### src/rtl/pcc_pkg.sv
`timescale 1ns / 1ps
`default_nettype none
// Shared types, field widths and term tables for the pose composition block.
package pcc_pkg;

    localparam int POS_W = 32;
    localparam int ROT_W = 16;

    // Idle cycles between phases: product, accumulate and round stages must drain.
    localparam logic [1:0] PIPE_GAP = 2'd3;

    // Component index of the last position write-back.
    localparam logic [1:0] POS_LAST = 2'd2;

    typedef enum logic [1:0] {
        PH_ROT  = 2'd0,
        PH_TVEC = 2'd1,
        PH_POS  = 2'd2
    } t_phase;

    // One multiply-accumulate term: wide operand index, narrow operand index, subtract.
    typedef struct packed {
        logic [1:0] aidx;
        logic [1:0] bidx;
        logic       neg;
    } t_term;

    typedef struct packed {
        logic       vld;
        t_phase     phase;
        logic [1:0] comp;
        logic [1:0] aidx;
        logic [1:0] bidx;
        logic       neg;
        logic       first;
        logic       last;
    } t_issue;

    typedef struct packed {
        logic       vld;
        t_phase     phase;
        logic [1:0] idx;
    } t_wb;

    // new_rot = in_rot x base_rot; wide side in_rot, narrow side base_rot.
    localparam t_term ROT_TAB [16] = '{
        '{2'd3, 2'd0, 1'b0}, '{2'd0, 2'd3, 1'b0}, '{2'd1, 2'd2, 1'b0}, '{2'd2, 2'd1, 1'b1},
        '{2'd3, 2'd1, 1'b0}, '{2'd0, 2'd2, 1'b1}, '{2'd1, 2'd3, 1'b0}, '{2'd2, 2'd0, 1'b0},
        '{2'd3, 2'd2, 1'b0}, '{2'd0, 2'd1, 1'b0}, '{2'd1, 2'd0, 1'b1}, '{2'd2, 2'd3, 1'b0},
        '{2'd3, 2'd3, 1'b0}, '{2'd0, 2'd0, 1'b1}, '{2'd1, 2'd1, 1'b1}, '{2'd2, 2'd2, 1'b1}
    };

    // t = new_rot x (pos, 0); wide side pos, narrow side new_rot. Fourth term unused.
    localparam t_term TVEC_TAB [16] = '{
        '{2'd0, 2'd3, 1'b0}, '{2'd2, 2'd1, 1'b0}, '{2'd1, 2'd2, 1'b1}, '{2'd0, 2'd0, 1'b0},
        '{2'd1, 2'd3, 1'b0}, '{2'd2, 2'd0, 1'b1}, '{2'd0, 2'd2, 1'b0}, '{2'd0, 2'd0, 1'b0},
        '{2'd2, 2'd3, 1'b0}, '{2'd1, 2'd0, 1'b0}, '{2'd0, 2'd1, 1'b1}, '{2'd0, 2'd0, 1'b0},
        '{2'd0, 2'd0, 1'b1}, '{2'd1, 2'd1, 1'b1}, '{2'd2, 2'd2, 1'b1}, '{2'd0, 2'd0, 1'b0}
    };

    // u = t x conj(new_rot), vector part only; conjugate sign folded into neg.
    localparam t_term POS_TAB [16] = '{
        '{2'd3, 2'd0, 1'b1}, '{2'd0, 2'd3, 1'b0}, '{2'd1, 2'd2, 1'b1}, '{2'd2, 2'd1, 1'b0},
        '{2'd3, 2'd1, 1'b1}, '{2'd0, 2'd2, 1'b0}, '{2'd1, 2'd3, 1'b0}, '{2'd2, 2'd0, 1'b1},
        '{2'd3, 2'd2, 1'b1}, '{2'd0, 2'd1, 1'b1}, '{2'd1, 2'd0, 1'b0}, '{2'd2, 2'd3, 1'b0},
        '{2'd0, 2'd0, 1'b0}, '{2'd0, 2'd0, 1'b0}, '{2'd0, 2'd0, 1'b0}, '{2'd0, 2'd0, 1'b0}
    };

    function automatic t_term term_sel(input t_phase ph, input logic [1:0] comp,
                                       input logic [1:0] term);
        t_term e;
        unique case (ph)
            PH_ROT:  e = ROT_TAB[{comp, term}];
            PH_TVEC: e = TVEC_TAB[{comp, term}];
            PH_POS:  e = POS_TAB[{comp, term}];
            default: e = '0;
        endcase
        return e;
    endfunction

endpackage
`default_nettype wire

### src/rtl/pcc_if.sv
`timescale 1ns / 1ps
`default_nettype none
// Valid/ready channel interfaces for pose items and pose results.
interface pcc_in_if;
    import pcc_pkg::*;
    logic                    valid;
    logic                    ready;
    logic                    func;
    logic signed [POS_W-1:0] in_pos_x;
    logic signed [POS_W-1:0] in_pos_y;
    logic signed [POS_W-1:0] in_pos_z;
    logic signed [ROT_W-1:0] in_rot_x;
    logic signed [ROT_W-1:0] in_rot_y;
    logic signed [ROT_W-1:0] in_rot_z;
    logic signed [ROT_W-1:0] in_rot_w;

    modport source (output valid, func, in_pos_x, in_pos_y, in_pos_z,
                    in_rot_x, in_rot_y, in_rot_z, in_rot_w, input ready);
    modport sink (input valid, func, in_pos_x, in_pos_y, in_pos_z,
                  in_rot_x, in_rot_y, in_rot_z, in_rot_w, output ready);
endinterface

interface pcc_out_if;
    import pcc_pkg::*;
    logic                    valid;
    logic                    ready;
    logic signed [POS_W-1:0] out_pos_x;
    logic signed [POS_W-1:0] out_pos_y;
    logic signed [POS_W-1:0] out_pos_z;
    logic signed [ROT_W-1:0] out_rot_x;
    logic signed [ROT_W-1:0] out_rot_y;
    logic signed [ROT_W-1:0] out_rot_z;
    logic signed [ROT_W-1:0] out_rot_w;

    modport source (output valid, out_pos_x, out_pos_y, out_pos_z,
                    out_rot_x, out_rot_y, out_rot_z, out_rot_w, input ready);
    modport sink (input valid, out_pos_x, out_pos_y, out_pos_z,
                  out_rot_x, out_rot_y, out_rot_z, out_rot_w, output ready);
endinterface
`default_nettype wire

### src/rtl/pcc_seq.sv
`timescale 1ns / 1ps
`default_nettype none
// Term sequencer: walks phases, components, terms; one multiply per cycle outside gaps.
module pcc_seq (
    input  logic            i_clk,
    input  logic            i_rst_n,
    input  logic            i_start,
    output pcc_pkg::t_issue o_issue
);
    import pcc_pkg::*;

    logic       r_run;
    logic [1:0] r_gap;
    t_phase     r_phase;
    logic [1:0] r_comp;
    logic [1:0] r_term;

    logic       w_last_term;
    logic       w_last_comp;
    t_phase     w_next_phase;
    t_term      w_tt;

    assign w_last_term = (r_term == ((r_phase == PH_TVEC) ? 2'd2 : 2'd3));
    assign w_last_comp = (r_comp == ((r_phase == PH_POS) ? 2'd2 : 2'd3));

    always_comb begin
        unique case (r_phase)
            PH_ROT:  w_next_phase = PH_TVEC;
            PH_TVEC: w_next_phase = PH_POS;
            default: w_next_phase = PH_POS;
        endcase
    end

    always_ff @(posedge i_clk) begin
        if (!i_rst_n) begin
            r_run   <= 1'b0;
            r_gap   <= 2'd0;
            r_phase <= PH_ROT;
            r_comp  <= 2'd0;
            r_term  <= 2'd0;
        end else if (i_start) begin
            r_run   <= 1'b1;
            r_gap   <= 2'd0;
            r_phase <= PH_ROT;
            r_comp  <= 2'd0;
            r_term  <= 2'd0;
        end else if (r_run) begin
            if (r_gap != 2'd0) begin
                r_gap <= r_gap - 2'd1;
            end else if (w_last_term) begin
                r_term <= 2'd0;
                if (w_last_comp) begin
                    r_comp <= 2'd0;
                    if (r_phase == PH_POS) begin
                        r_run <= 1'b0;
                    end else begin
                        // let the previous phase reach its registers before reading them
                        r_phase <= w_next_phase;
                        r_gap   <= PIPE_GAP;
                    end
                end else begin
                    r_comp <= r_comp + 2'd1;
                end
            end else begin
                r_term <= r_term + 2'd1;
            end
        end
    end

    assign w_tt = term_sel(r_phase, r_comp, r_term);

    always_comb begin
        o_issue.vld   = r_run && (r_gap == 2'd0);
        o_issue.phase = r_phase;
        o_issue.comp  = r_comp;
        o_issue.aidx  = w_tt.aidx;
        o_issue.bidx  = w_tt.bidx;
        o_issue.neg   = w_tt.neg;
        o_issue.first = (r_term == 2'd0);
        o_issue.last  = w_last_term;
    end

endmodule
`default_nettype wire

### src/rtl/pcc_mac.sv
`timescale 1ns / 1ps
`default_nettype none
// Shared multiplier, accumulator and round-half-up stage.
module pcc_mac #(
    parameter int QUAT_FRAC_BITS = 14,
    parameter int A_W            = 36
) (
    input  logic                              i_clk,
    input  logic                              i_rst_n,
    input  pcc_pkg::t_issue                   i_issue,
    input  logic signed [A_W-1:0]             i_a,
    input  logic signed [pcc_pkg::ROT_W-1:0]  i_b,
    output pcc_pkg::t_wb                      o_wb,
    output logic signed [A_W+pcc_pkg::ROT_W:0] o_wb_val
);
    import pcc_pkg::*;

    localparam int PW = A_W + ROT_W;
    localparam int AW = PW + 1;
    localparam logic signed [AW:0] HALF = (AW + 1)'(1) << (QUAT_FRAC_BITS - 1);

    logic signed [PW-1:0] r_prod;
    t_issue               r_c1;
    logic signed [AW-1:0] r_acc;
    t_wb                  r_c2;
    logic signed [AW-1:0] r_rnd;
    t_wb                  r_c3;

    logic signed [AW-1:0] w_prod_ext;
    logic signed [AW-1:0] w_addend;
    logic signed [AW-1:0] w_acc_base;
    logic signed [AW:0]   w_rsum;
    logic signed [AW:0]   w_rsh;

    assign w_prod_ext = AW'(r_prod);
    assign w_addend   = r_c1.neg ? -w_prod_ext : w_prod_ext;
    assign w_acc_base = r_c1.first ? '0 : r_acc;
    // floor((acc + half) / 2^F) is the arithmetic shift of the biased sum
    assign w_rsum     = (AW + 1)'(r_acc) + HALF;
    assign w_rsh      = w_rsum >>> QUAT_FRAC_BITS;

    always_ff @(posedge i_clk) begin
        if (!i_rst_n) begin
            r_c1.vld <= 1'b0;
            r_c2.vld <= 1'b0;
            r_c3.vld <= 1'b0;
        end else begin
            r_c1     <= i_issue;
            r_c2.vld <= r_c1.vld && r_c1.last;
            r_c3.vld <= r_c2.vld;
        end
        r_prod <= PW'(i_a) * PW'(i_b);
        if (r_c1.vld) begin
            r_acc <= w_acc_base + w_addend;
        end
        r_c2.phase <= r_c1.phase;
        r_c2.idx   <= r_c1.comp;
        r_c3.phase <= r_c2.phase;
        r_c3.idx   <= r_c2.idx;
        r_rnd      <= w_rsh[AW-1:0];
    end

    assign o_wb     = r_c3;
    assign o_wb_val = r_rnd;

endmodule
`default_nettype wire

### src/rtl/pose_chain_compose.sv
`timescale 1ns / 1ps
`default_nettype none
// Top level of the running pose composer: state, operand selection and channels.
//
// Input channel i_in carries one pose (position Q16.16, quaternion Q2.14) and func.
// func = 1 loads the pose as the stored pose; func = 0 composes it onto the stored
// pose: rotation first (input times stored), then the input position is rotated by
// the new rotation and added to the stored position with saturation.
// Every item produces one result on o_out, the new stored pose.
// A compose item runs 40 multiplies through one shared multiplier, with a pipeline
// drain between the rotation, rotated-vector and position phases; the result is then
// registered, and the next item is taken only once the block is idle again.
// A load item goes straight to the output register.
// i_in.ready is high only while the block is idle; one item is worked at a time.
// The result sits in an output register; if o_out stalls, the block holds the
// next finished pose until the output register is free, then goes idle again.
// Reset sets the stored pose to zero position and identity rotation and drops
// any pending result.
module pose_chain_compose #(
    parameter int QUAT_FRAC_BITS = 14
) (
    input  logic      i_clk,
    input  logic      i_rst_n,
    pcc_in_if.sink    i_in,
    pcc_out_if.source o_out
);
    import pcc_pkg::*;

    localparam int TW = 50 - QUAT_FRAC_BITS;
    localparam int MA = (TW > POS_W) ? TW : POS_W;
    localparam int AW = MA + ROT_W + 1;
    localparam logic signed [ROT_W-1:0] ROT_ONE =
        (QUAT_FRAC_BITS > ROT_W - 2) ? {1'b0, {(ROT_W - 1){1'b1}}}
                                     : ROT_W'(2 ** QUAT_FRAC_BITS);
    localparam logic signed [AW-1:0] RMAX = {{(AW - ROT_W + 1){1'b0}}, {(ROT_W - 1){1'b1}}};
    localparam logic signed [AW-1:0] RMIN = {{(AW - ROT_W + 1){1'b1}}, {(ROT_W - 1){1'b0}}};
    localparam logic signed [AW:0]   PMAX = {{(AW - POS_W + 2){1'b0}}, {(POS_W - 1){1'b1}}};
    localparam logic signed [AW:0]   PMIN = {{(AW - POS_W + 2){1'b1}}, {(POS_W - 1){1'b0}}};

    typedef enum logic [1:0] {
        ST_IDLE,
        ST_RUN,
        ST_OUT
    } t_state;

    t_state r_state;
    t_state n_state;
    logic   r_out_valid;

    logic signed [POS_W-1:0] r_in_pos   [3];
    logic signed [ROT_W-1:0] r_in_rot   [4];
    logic signed [POS_W-1:0] r_base_pos [3];
    logic signed [ROT_W-1:0] r_base_rot [4];
    logic signed [ROT_W-1:0] r_rot_new  [4];
    logic signed [TW-1:0]    r_t        [4];
    logic signed [POS_W-1:0] r_out_pos  [3];
    logic signed [ROT_W-1:0] r_out_rot  [4];

    t_issue                  w_issue;
    t_wb                     w_wb;
    logic signed [AW-1:0]    w_wb_val;
    logic signed [MA-1:0]    w_a;
    logic signed [ROT_W-1:0] w_b;
    logic signed [ROT_W-1:0] w_rot_sat;
    logic signed [AW:0]      w_pos_sum;
    logic signed [POS_W-1:0] w_pos_sat;
    logic                    w_accept;
    logic                    w_run_done;
    logic                    w_out_load;

    assign i_in.ready = (r_state == ST_IDLE);
    assign w_accept   = i_in.valid && i_in.ready;
    assign w_run_done = w_wb.vld && (w_wb.phase == PH_POS) && (w_wb.idx == POS_LAST);
    assign w_out_load = (r_state == ST_OUT) && (!r_out_valid || o_out.ready);

    pcc_seq u_seq (
        .i_clk   (i_clk),
        .i_rst_n (i_rst_n),
        .i_start (w_accept && !i_in.func),
        .o_issue (w_issue)
    );

    always_comb begin
        case (w_issue.phase)
            PH_ROT:  w_a = MA'(r_in_rot[w_issue.aidx]);
            PH_TVEC: w_a = MA'(r_in_pos[w_issue.aidx]);
            PH_POS:  w_a = MA'(r_t[w_issue.aidx]);
            default: w_a = '0;
        endcase
        w_b = (w_issue.phase == PH_ROT) ? r_base_rot[w_issue.bidx] : r_rot_new[w_issue.bidx];
    end

    pcc_mac #(
        .QUAT_FRAC_BITS (QUAT_FRAC_BITS),
        .A_W            (MA)
    ) u_mac (
        .i_clk    (i_clk),
        .i_rst_n  (i_rst_n),
        .i_issue  (w_issue),
        .i_a      (w_a),
        .i_b      (w_b),
        .o_wb     (w_wb),
        .o_wb_val (w_wb_val)
    );

    // saturate rounded sums onto the stored formats
    always_comb begin
        if (w_wb_val > RMAX) begin
            w_rot_sat = RMAX[ROT_W-1:0];
        end else if (w_wb_val < RMIN) begin
            w_rot_sat = RMIN[ROT_W-1:0];
        end else begin
            w_rot_sat = w_wb_val[ROT_W-1:0];
        end
        w_pos_sum = (AW + 1)'(r_base_pos[w_wb.idx]) + (AW + 1)'(w_wb_val);
        if (w_pos_sum > PMAX) begin
            w_pos_sat = PMAX[POS_W-1:0];
        end else if (w_pos_sum < PMIN) begin
            w_pos_sat = PMIN[POS_W-1:0];
        end else begin
            w_pos_sat = w_pos_sum[POS_W-1:0];
        end
    end

    always_comb begin
        n_state = r_state;
        unique case (r_state)
            ST_IDLE: begin
                if (w_accept) begin
                    n_state = i_in.func ? ST_OUT : ST_RUN;
                end
            end
            ST_RUN: begin
                if (w_run_done) begin
                    n_state = ST_OUT;
                end
            end
            ST_OUT: begin
                if (w_out_load) begin
                    n_state = ST_IDLE;
                end
            end
            default: n_state = ST_IDLE;
        endcase
    end

    always_ff @(posedge i_clk) begin
        if (!i_rst_n) begin
            r_state     <= ST_IDLE;
            r_out_valid <= 1'b0;
        end else begin
            r_state <= n_state;
            if (w_out_load) begin
                r_out_valid <= 1'b1;
            end else if (o_out.ready) begin
                r_out_valid <= 1'b0;
            end
        end
        if (w_out_load) begin
            r_out_pos <= r_base_pos;
            r_out_rot <= r_base_rot;
        end
    end

    // stored pose
    always_ff @(posedge i_clk) begin
        if (!i_rst_n) begin
            r_base_pos[0] <= '0;
            r_base_pos[1] <= '0;
            r_base_pos[2] <= '0;
            r_base_rot[0] <= '0;
            r_base_rot[1] <= '0;
            r_base_rot[2] <= '0;
            r_base_rot[3] <= ROT_ONE;
        end else begin
            if (w_accept && i_in.func) begin
                r_base_pos[0] <= i_in.in_pos_x;
                r_base_pos[1] <= i_in.in_pos_y;
                r_base_pos[2] <= i_in.in_pos_z;
                r_base_rot[0] <= i_in.in_rot_x;
                r_base_rot[1] <= i_in.in_rot_y;
                r_base_rot[2] <= i_in.in_rot_z;
                r_base_rot[3] <= i_in.in_rot_w;
            end
            if (w_wb.vld && (w_wb.phase == PH_POS)) begin
                r_base_pos[w_wb.idx] <= w_pos_sat;
            end
            // commit the new rotation once the last position lands
            if (w_run_done) begin
                r_base_rot <= r_rot_new;
            end
        end
    end

    // working registers
    always_ff @(posedge i_clk) begin
        if (w_accept) begin
            r_in_pos[0] <= i_in.in_pos_x;
            r_in_pos[1] <= i_in.in_pos_y;
            r_in_pos[2] <= i_in.in_pos_z;
            r_in_rot[0] <= i_in.in_rot_x;
            r_in_rot[1] <= i_in.in_rot_y;
            r_in_rot[2] <= i_in.in_rot_z;
            r_in_rot[3] <= i_in.in_rot_w;
        end
        if (w_wb.vld && (w_wb.phase == PH_ROT)) begin
            r_rot_new[w_wb.idx] <= w_rot_sat;
        end
        if (w_wb.vld && (w_wb.phase == PH_TVEC)) begin
            r_t[w_wb.idx] <= w_wb_val[TW-1:0];
        end
    end

    assign o_out.valid     = r_out_valid;
    assign o_out.out_pos_x = r_out_pos[0];
    assign o_out.out_pos_y = r_out_pos[1];
    assign o_out.out_pos_z = r_out_pos[2];
    assign o_out.out_rot_x = r_out_rot[0];
    assign o_out.out_rot_y = r_out_rot[1];
    assign o_out.out_rot_z = r_out_rot[2];
    assign o_out.out_rot_w = r_out_rot[3];

`ifndef SYNTH
    a_no_issue_when_idle: assert property (@(posedge i_clk) disable iff (!i_rst_n)
        (r_state == ST_IDLE) |-> !w_issue.vld)
        else $error("multiply issued while idle");

    a_wb_only_in_run: assert property (@(posedge i_clk) disable iff (!i_rst_n)
        w_wb.vld |-> (r_state == ST_RUN))
        else $error("write-back outside a compose run");

    a_load_goes_out: assert property (@(posedge i_clk) disable iff (!i_rst_n)
        (w_accept && i_in.func) |=> (r_state == ST_OUT))
        else $error("load transfer did not go straight to output");

    a_base_rot_held: assert property (@(posedge i_clk) disable iff (!i_rst_n)
        ((r_state == ST_RUN) && ($past(r_state) == ST_RUN)) |->
        $stable({r_base_rot[0], r_base_rot[1], r_base_rot[2], r_base_rot[3]}))
        else $error("stored rotation changed during a compose run");
`endif

endmodule
`default_nettype wire
### src/flat_wrapper.sv
// flat-port wrapper written by rule: the top's interface ports become plain ports
module pose_chain_compose_flat import pcc_pkg::*;
#(
    parameter int QUAT_FRAC_BITS = 14
)
  (i_clk, i_rst_n, i_in_valid, i_in_func, i_in_in_pos_x, i_in_in_pos_y, i_in_in_pos_z, i_in_in_rot_x, i_in_in_rot_y, i_in_in_rot_z, i_in_in_rot_w, i_in_ready, o_out_valid, o_out_out_pos_x, o_out_out_pos_y, o_out_out_pos_z, o_out_out_rot_x, o_out_out_rot_y, o_out_out_rot_z, o_out_out_rot_w, o_out_ready);
  pcc_in_if i_in_i ();
  pcc_out_if o_out_i ();
  input  logic i_clk;
  input  logic i_rst_n;
  input wire logic [$bits(i_in_i.valid)-1:0] i_in_valid;
  input wire logic [$bits(i_in_i.func)-1:0] i_in_func;
  input wire logic [$bits(i_in_i.in_pos_x)-1:0] i_in_in_pos_x;
  input wire logic [$bits(i_in_i.in_pos_y)-1:0] i_in_in_pos_y;
  input wire logic [$bits(i_in_i.in_pos_z)-1:0] i_in_in_pos_z;
  input wire logic [$bits(i_in_i.in_rot_x)-1:0] i_in_in_rot_x;
  input wire logic [$bits(i_in_i.in_rot_y)-1:0] i_in_in_rot_y;
  input wire logic [$bits(i_in_i.in_rot_z)-1:0] i_in_in_rot_z;
  input wire logic [$bits(i_in_i.in_rot_w)-1:0] i_in_in_rot_w;
  output wire logic [$bits(i_in_i.ready)-1:0] i_in_ready;
  output wire logic [$bits(o_out_i.valid)-1:0] o_out_valid;
  output wire logic [$bits(o_out_i.out_pos_x)-1:0] o_out_out_pos_x;
  output wire logic [$bits(o_out_i.out_pos_y)-1:0] o_out_out_pos_y;
  output wire logic [$bits(o_out_i.out_pos_z)-1:0] o_out_out_pos_z;
  output wire logic [$bits(o_out_i.out_rot_x)-1:0] o_out_out_rot_x;
  output wire logic [$bits(o_out_i.out_rot_y)-1:0] o_out_out_rot_y;
  output wire logic [$bits(o_out_i.out_rot_z)-1:0] o_out_out_rot_z;
  output wire logic [$bits(o_out_i.out_rot_w)-1:0] o_out_out_rot_w;
  input wire logic [$bits(o_out_i.ready)-1:0] o_out_ready;
  assign i_in_i.valid = i_in_valid;
  assign i_in_i.func = i_in_func;
  assign i_in_i.in_pos_x = i_in_in_pos_x;
  assign i_in_i.in_pos_y = i_in_in_pos_y;
  assign i_in_i.in_pos_z = i_in_in_pos_z;
  assign i_in_i.in_rot_x = i_in_in_rot_x;
  assign i_in_i.in_rot_y = i_in_in_rot_y;
  assign i_in_i.in_rot_z = i_in_in_rot_z;
  assign i_in_i.in_rot_w = i_in_in_rot_w;
  assign i_in_ready = i_in_i.ready;
  assign o_out_valid = o_out_i.valid;
  assign o_out_out_pos_x = o_out_i.out_pos_x;
  assign o_out_out_pos_y = o_out_i.out_pos_y;
  assign o_out_out_pos_z = o_out_i.out_pos_z;
  assign o_out_out_rot_x = o_out_i.out_rot_x;
  assign o_out_out_rot_y = o_out_i.out_rot_y;
  assign o_out_out_rot_z = o_out_i.out_rot_z;
  assign o_out_out_rot_w = o_out_i.out_rot_w;
  assign o_out_i.ready = o_out_ready;
  pose_chain_compose #(.QUAT_FRAC_BITS(QUAT_FRAC_BITS)) u_core (.i_clk(i_clk), .i_rst_n(i_rst_n), .i_in(i_in_i), .o_out(o_out_i));
endmodule
### config.mk
export PLATFORM = sky130hd
export DESIGN_NAME = pose_chain_compose_flat
export DESIGN_NICKNAME = d
export VERILOG_FILES = /design/src/rtl/pcc_pkg.sv /design/src/rtl/pcc_if.sv /design/src/rtl/pcc_seq.sv /design/src/rtl/pcc_mac.sv /design/src/rtl/pose_chain_compose.sv /design/src/flat_wrapper.sv
export SDC_FILE = /design/constraint.sdc
export NUM_CORES = 2
export LEC_CHECK = 0
export CAP_MARGIN = 10
export CELL_PAD_IN_SITES_DETAIL_PLACEMENT = 1
export CELL_PAD_IN_SITES_GLOBAL_PLACEMENT = 1
export CORE_MARGIN = 1
export CORE_UTILIZATION = 47
export DETAILED_ROUTE_END_ITERATION = 10
export DONT_BUFFER_PORTS = 1
export PLACE_DENSITY = 0.88
export SYNTH_ARGS = -nofsm -noshare
export SYNTH_HDL_FRONTEND = slang
export SYNTH_HIERARCHICAL = 1
export SYNTH_SLANG_ARGS = --single-unit
### constraint.sdc
create_clock -name i_clk -period 9.7 [get_ports i_clk]
set_input_delay 1.455 -clock i_clk [delete_from_list [all_inputs] [get_ports i_clk]]
set_output_delay 1.455 -clock i_clk [all_outputs]
set_load 0.1 [all_outputs]
# Word-level counts from Yosys, hierarchy flattened
# Memory sizes are Yosys's and may differ from the RTL's.
# Cells that the tools add are included.
# op_classes
mux	61
magnitude_cmp	8
bitwise	6
add_sub_neg	7
n_mul	1
n_reduce_logical	30
n_eq_ne	13
# op_table
operator	n
2-to-1 mux 96 bit	3
2-to-1 mux 32 bit	5
2-to-1 mux 16 bit	8
2-to-1 mux 64 bit	2
case mux 36 bit (3 select lines)	1
2-to-1 mux 53 bit	2
bitwise mux 96 bit	1
binary-select mux 16 bit (select 2 bit)	2
binary-select mux 32 bit (select 2 bit)	1
bitwise mux 64 bit	1
demux 32 bit (select 2 bit)	1
adder 53 x 15 -> 54 bit (second input constant)	1
greater-than comparator 54 x 32 -> 1 bit (second input constant)	1
less-than comparator 54 x 32 -> 1 bit (second input constant)	1
adder 53 bit	1
negator 52 -> 53 bit	1
multiplier 36 x 16 -> 52 bit	1
adder 32 x 40 -> 41 bit	1
greater-than comparator 40 x 16 -> 1 bit (second input constant)	1
less-than comparator 40 x 16 -> 1 bit (second input constant)	1
demux 16 bit (select 2 bit)	1
2-to-1 mux 5 bit	6
2-to-1 mux 2 bit	11
case mux 5 bit (3 select lines)	1
other kinds (25)	71
# totals
word_cells	172
n_memories	6
mem_bits_rw	304
mem_bits_ro	240
in_bits	165
regBits	559
out_inout_bits	162
# memory_table
name	words	width	rd	rd_ports_with_merged_regs	write_ports	line_no	text
u_core.r_t	4	36	1	0	1	pose_chain_compose.sv:55	logic signed [TW-1:0] r_t [4];
u_core.r_in_pos	3	32	1	0	3	pose_chain_compose.sv:50	logic signed [POS_W-1:0] r_in_pos [3];
(name not given)	16	5	1	0	0	pcc_pkg.sv:75	PH_POS: e = POS_TAB[{comp, term}];
(name not given)	16	5	1	0	0	pcc_pkg.sv:74	PH_TVEC: e = TVEC_TAB[{comp, term}];
(name not given)	16	5	1	0	0	pcc_pkg.sv:73	PH_ROT: e = ROT_TAB[{comp, term}];
u_core.r_in_rot	4	16	1	0	4	pose_chain_compose.sv:51	logic signed [ROT_W-1:0] r_in_rot [4];

# Logic depth before layout (Yosys ltp)
# depth
ltp_word	11
depth_mapped	38
mapped_depth_nobuf	33

# Hierarchy
# Netlist, hierarchy kept.
# by_module_without_submodules
module	area_each_um2	cells_per_inst	seq_area_each_um2	instances
pose_chain_compose	31980.7	2650	19118.3	1
pcc_mac	28896.5	3227	3863.7	1
pcc_seq	874.6	111	180.2	1

# Worst setup path before layout
# No wires, ideal clock.
# synth_path
path_kind	flip-flop to flip-flop
startpoint	reg u_core.u_seq.r_term[1]
endpoint	reg u_core.u_mac.r_prod[48]
t_required_ns	9.564
setup_ns	0.136
setup_slack_ns	0.213
arrival_time_ns	9.351
synth_period_minus_slack_ns	9.487
n_path_buf	6
path_stages_with_launch	35
path_cell_list	dfxtp_1 inv_1 clkbuf_1 ha_1 a211oi_1 o32ai_1 buf_1 buf_1 clkbuf_1 mux2i_1 o21ai_0 mux2i_1 o21ai_0 clkbuf_1 nand2_1 fa_1 inv_1 fa_1 fa_1 fa_1 fa_1 inv_1 fa_1 inv_1 ha_1 clkbuf_1 a21oi_1 o21ai_0 a221oi_1 o21ai_0 a211o_1 o21ai_0 nor3b_1 o41ai_1 xor2_1
# synth_lines
element	line_no	text
from (decl)	pcc_seq.sv:16	logic [1:0] r_term;
from (signal assigned)	pcc_seq.sv:65	r_term <= r_term + 2'd1;
to (signal assigned)	pcc_mac.sv:52	r_prod <= PW'(i_a) * PW'(i_b);
to (decl)	pcc_mac.sv:22	logic signed [PW-1:0] r_prod;

==> impl_metrics.csv <==
group,metric,value,unit
status,status,"completed",
clock_network,cts_made_buffers,89,
setup_path,critical_path.slowest_cell,"fa_1",
synth,synth_nets,6934,
power,irDropWorstVdd,0.000143,V
synth,synth_cell_type_count,96,
die,die_x,364,um
drt,drcViolationCount,0,
clock_network,cts_hold_buf,0,
timing,finalWorstSetupSlack,109,ps
finish,area_growth,9.19,%
grt,met3_usage,8.81,%
grt,grtUsageMet1,41.1,%
timing,relSlewSlack,14.4,%
die,start_util,47.5,%
synth,synth_area,61800,um2
power,power_density,217,nW/um2
grt,grt_pass1_vias,54200,
timing,fmax,0.104,GHz
synth,synth_xor_area_share,3.38,%
synth,syn_area_per_cell,10.3,um2
timing,finalSetupViolations,0,
finish,fill_cells,14000,
power,seq_power_share,32.9,%
clock_network,cts_root_buf,"clkbuf_16",
die,die-area,133000,um2
place,dp_hpwl,166000,um
timing,skew,38.1,ps
synth,ys_seq_area_share,37.5,%
die,die_y,364,um
place,dp_cells,7577,
clock_network,tritoncts,"built",
setup_path,cp-end-kind,"register",
setup_path,path_max_fanout,11,
power,clkPwrFrac,24.7,%
setup_path,critPathMaxStageDelay,590,ps
place,place_congestion,0.966,
power,p_sw,6.06,mW
finish,regArea,23200,um2
setup_path,cp_common_cell,"fa_1",
clock_network,clockBufferDepth,3,
synth,synthArstFlopShare,0,%
setup_path,required,10340,ps
synth,synth_top_family_by_area,"adder cells",
power,internal-power,8.56,mW
setup_path,path_class,"register to register",
grt,grt_max_degree,136,
clock_network,clk_latency,710,ps
flow_run,drv_cap,0,
drt,firstDrtPassIters,6,
grt,overflow,0,
drt,antenna_left,0,
grt,track_usage,35.2,%
die,core_area,130000,um2
power,comb_power_share,42.4,%
grt,busiest_layer,"met2",
die,rows,132,
synth,synth-compound-area-share,11.2,%
power,p_leak,27.3,nW
finish,final_layout_size_suffix_gt1_share,9.60,%
synth,synth-simple-area-share,14.3,%
place,pre_cts_slack,-275,ps
synth,synthAdderAreaFrac,22.4,%
finish,layout.nets,6880,
timing,hold_viol_final,0,
power,p_sw_share,41.4,%
setup_path,critical_path_arrival,10230,ps
clock_network,path_clk_slew,60,ps
timing,slew_violations,0,
grt,use_met2,57.4,%
drt,vias,50000,
drt,vias_per_cell,6.45,
grt,grt_first_pass_wirelength,350000,um
finish,multiInputGateArea,34900,um2
synth,muxShareOfSynthArea,4.79,%
timing,tightest_slew,1280,ps
place,numPortBuffers,0,
setup_path,start_kind,"register",
synth,syn_inst,5988,
clock_network,cts.sinks,863,
drt,wl_per_cell,30.5,um
synth,yosys_register_bits,863,
timing,period_minus_slack,9590,ps
die,io_pins,327,
drt,drt_iter0_drc,5681,
grt,antenna_found_initial,12,
finish,instances_no_fill,7755,
timing,timing.final.crit_share,98.9,%
synth,synth-edff-count,588,
worst_hold_path,hold_class,"register to register",
synth,synth_ff_type,"edfxtp_1",
synth,yosys_warnings,6,
clock_network,cts-htree-levels,3,
drt,drt_wl_total,236000,um
## synthesized netlist by cell type, types with 15 or more instances
master / n / share of area (%)
nor3_1: 39 / 0.32
clkbuf_1: 273 / 1.7
o211ai_1: 16 / 0.19
nor2_1: 250 / 1.5
ha_1: 237 / 4.8
buf_1: 23 / 0.14
dfxtp_1: 275 / 8.9
inv_1: 682 / 4.1
nor2b_1: 80 / 0.81
xor2_1: 62 / 0.88
a21o_1: 63 / 0.77
a21oi_1: 201 / 1.6
nor4_1: 24 / 0.24
nand4_1: 53 / 0.54
o21a_1: 21 / 0.26
a211oi_1: 15 / 0.18
mux2_2: 18 / 0.33
xnor2_1: 173 / 2.5
o41ai_1: 16 / 0.23
nand2_1: 1053 / 6.4
nand2b_1: 36 / 0.36
or2_2: 15 / 0.15
buf_4: 15 / 0.18
nand3_1: 59 / 0.48
fa_1: 544 / 18
o2bb2ai_2: 70 / 1.7
o21bai_1: 18 / 0.22
and3_1: 20 / 0.20
or3_1: 17 / 0.17
mux2i_1: 86 / 1.4
a31oi_1: 114 / 1.2
o2bb2ai_1: 25 / 0.35
edfxtp_1: 588 / 29
o31ai_1: 20 / 0.24
and2_1: 242 / 2.5
a311oi_1: 63 / 0.89
mux4_2: 84 / 3.1
o21ai_0: 221 / 1.8
## metrics by stage
stage	TNS [ps]	hold slack, ps	area [um2]	total power, mW	util [%]
final	0	328	67400	14.6	51.9
after global placement	0	313	64200	10.3	49.4
after detailed placement	-857	313	64200	10.7	49.4
after floorplan	0	310	61800	8.62	-
after global routing	-9.59	337	67400	15.2	51.9
after CTS	0	328	67300	14.4	51.7
## layout make-up
cell class | instances | area share (%)
multi-input combinational | 4111 | 51.8
sequential | 863 | 34.4
inverter | 685 | 3.82
clock buffer | 123 | 3.69
tap | 1742 | 3.23
timing repair buffer | 184 | 2.36
clock inverter | 44 | 0.757
antenna | 3 | 0.0111
## layout by cell type (no fill, tap or decap), types with 84 or more instances in the layout
cell	count
a21oi_1	201
a31oi_1	113
and2_1	241
buf_4	165
clkbuf_16	94
dfxtp_1	269
edfxtp_1	588
fa_1	544
ha_1	236
inv_1	681
mux2i_1	84
mux4_2	84
nand2_1	1052
nor2_1	246
o21ai_0	186
xnor2_1	173
## final timing paths
check / start / endpoint / slack [ps] / depth (start not counted)
max: u_core/u_seq/r_term[0] / u_core/u_mac/r_prod[44] / 110 / 36
min reg2reg: u_core/u_mac/r_c2[2] / u_core/u_mac/o_wb[2] / 330 / 0
max reg2reg: u_core/u_seq/r_term[0] / u_core/u_mac/r_prod[44] / 110 / 36
min: u_core/u_mac/r_c2[2] / u_core/u_mac/o_wb[2] / 330 / 0
## per-layer routing
layer / vias to the layer above / share of wire [%]
met5: - / 0.029
met4: 10 / 8.1
met3: 1235 / 10
met2: 3433 / 47
met1: 25200 / 35
li1: 20100 / -
## registers in the layout, summed over array words and instances (netlist names), 40 cells and up
| register | cells |
|---|---|
| u_core/r_in_rot | 64 |
| u_core/r_base_pos | 96 |
| u_core/u_mac/o_wb_val | 40 |
| u_core/u_mac/r_acc | 53 |
| u_core/r_in_pos | 96 |
| u_core/r_base_rot | 64 |
| u_core/r_t | 144 |
| u_core/u_mac/r_prod | 52 |
| u_core/r_rot_new | 64 |
## critical path, delay by kind of cell, from the launching register on
family | cells | cell delay [ps]
AND/OR/NAND/NOR | 2 | 220
XOR/XNOR | 1 | 140
adder cells (fa/ha/maj) | 8 | 3890
AO/OA/AOI/OAI | 13 | 3010
multiplexers | 2 | 250
flip-flops | 1 | 390
buffers and inverters | 10 | 1620
## power groups by stage
stage	sequential [mW]	combinational, mW	clock, mW
floorplan	4.72	3.90	0
global placement	4.83	5.48	0
detailed placement	4.85	5.82	0
CTS	4.79	6.03	3.62
global route	4.82	6.66	3.75
finish	4.81	6.20	3.62
## what timing repair did
item / CTS / global route
pin swaps: 0 / 1
endpoints found under the setup margin: 11 / 16
cloned: 1 / 2
gates resized for setup: 7 / 28
setup buffers: 2 / 3
endpoints found under the hold margin: 0 / 0
## logic make-up after synthesis
logic type	Yosys count
DFF	863
and+or+nand+nor	1936
AOI/OAI and AO/OA	969
buffers and inverters	1015
xor gates and xnor gates	236
muxes	188
adders and majority gates	781
(Power assumes the default switching activity.)
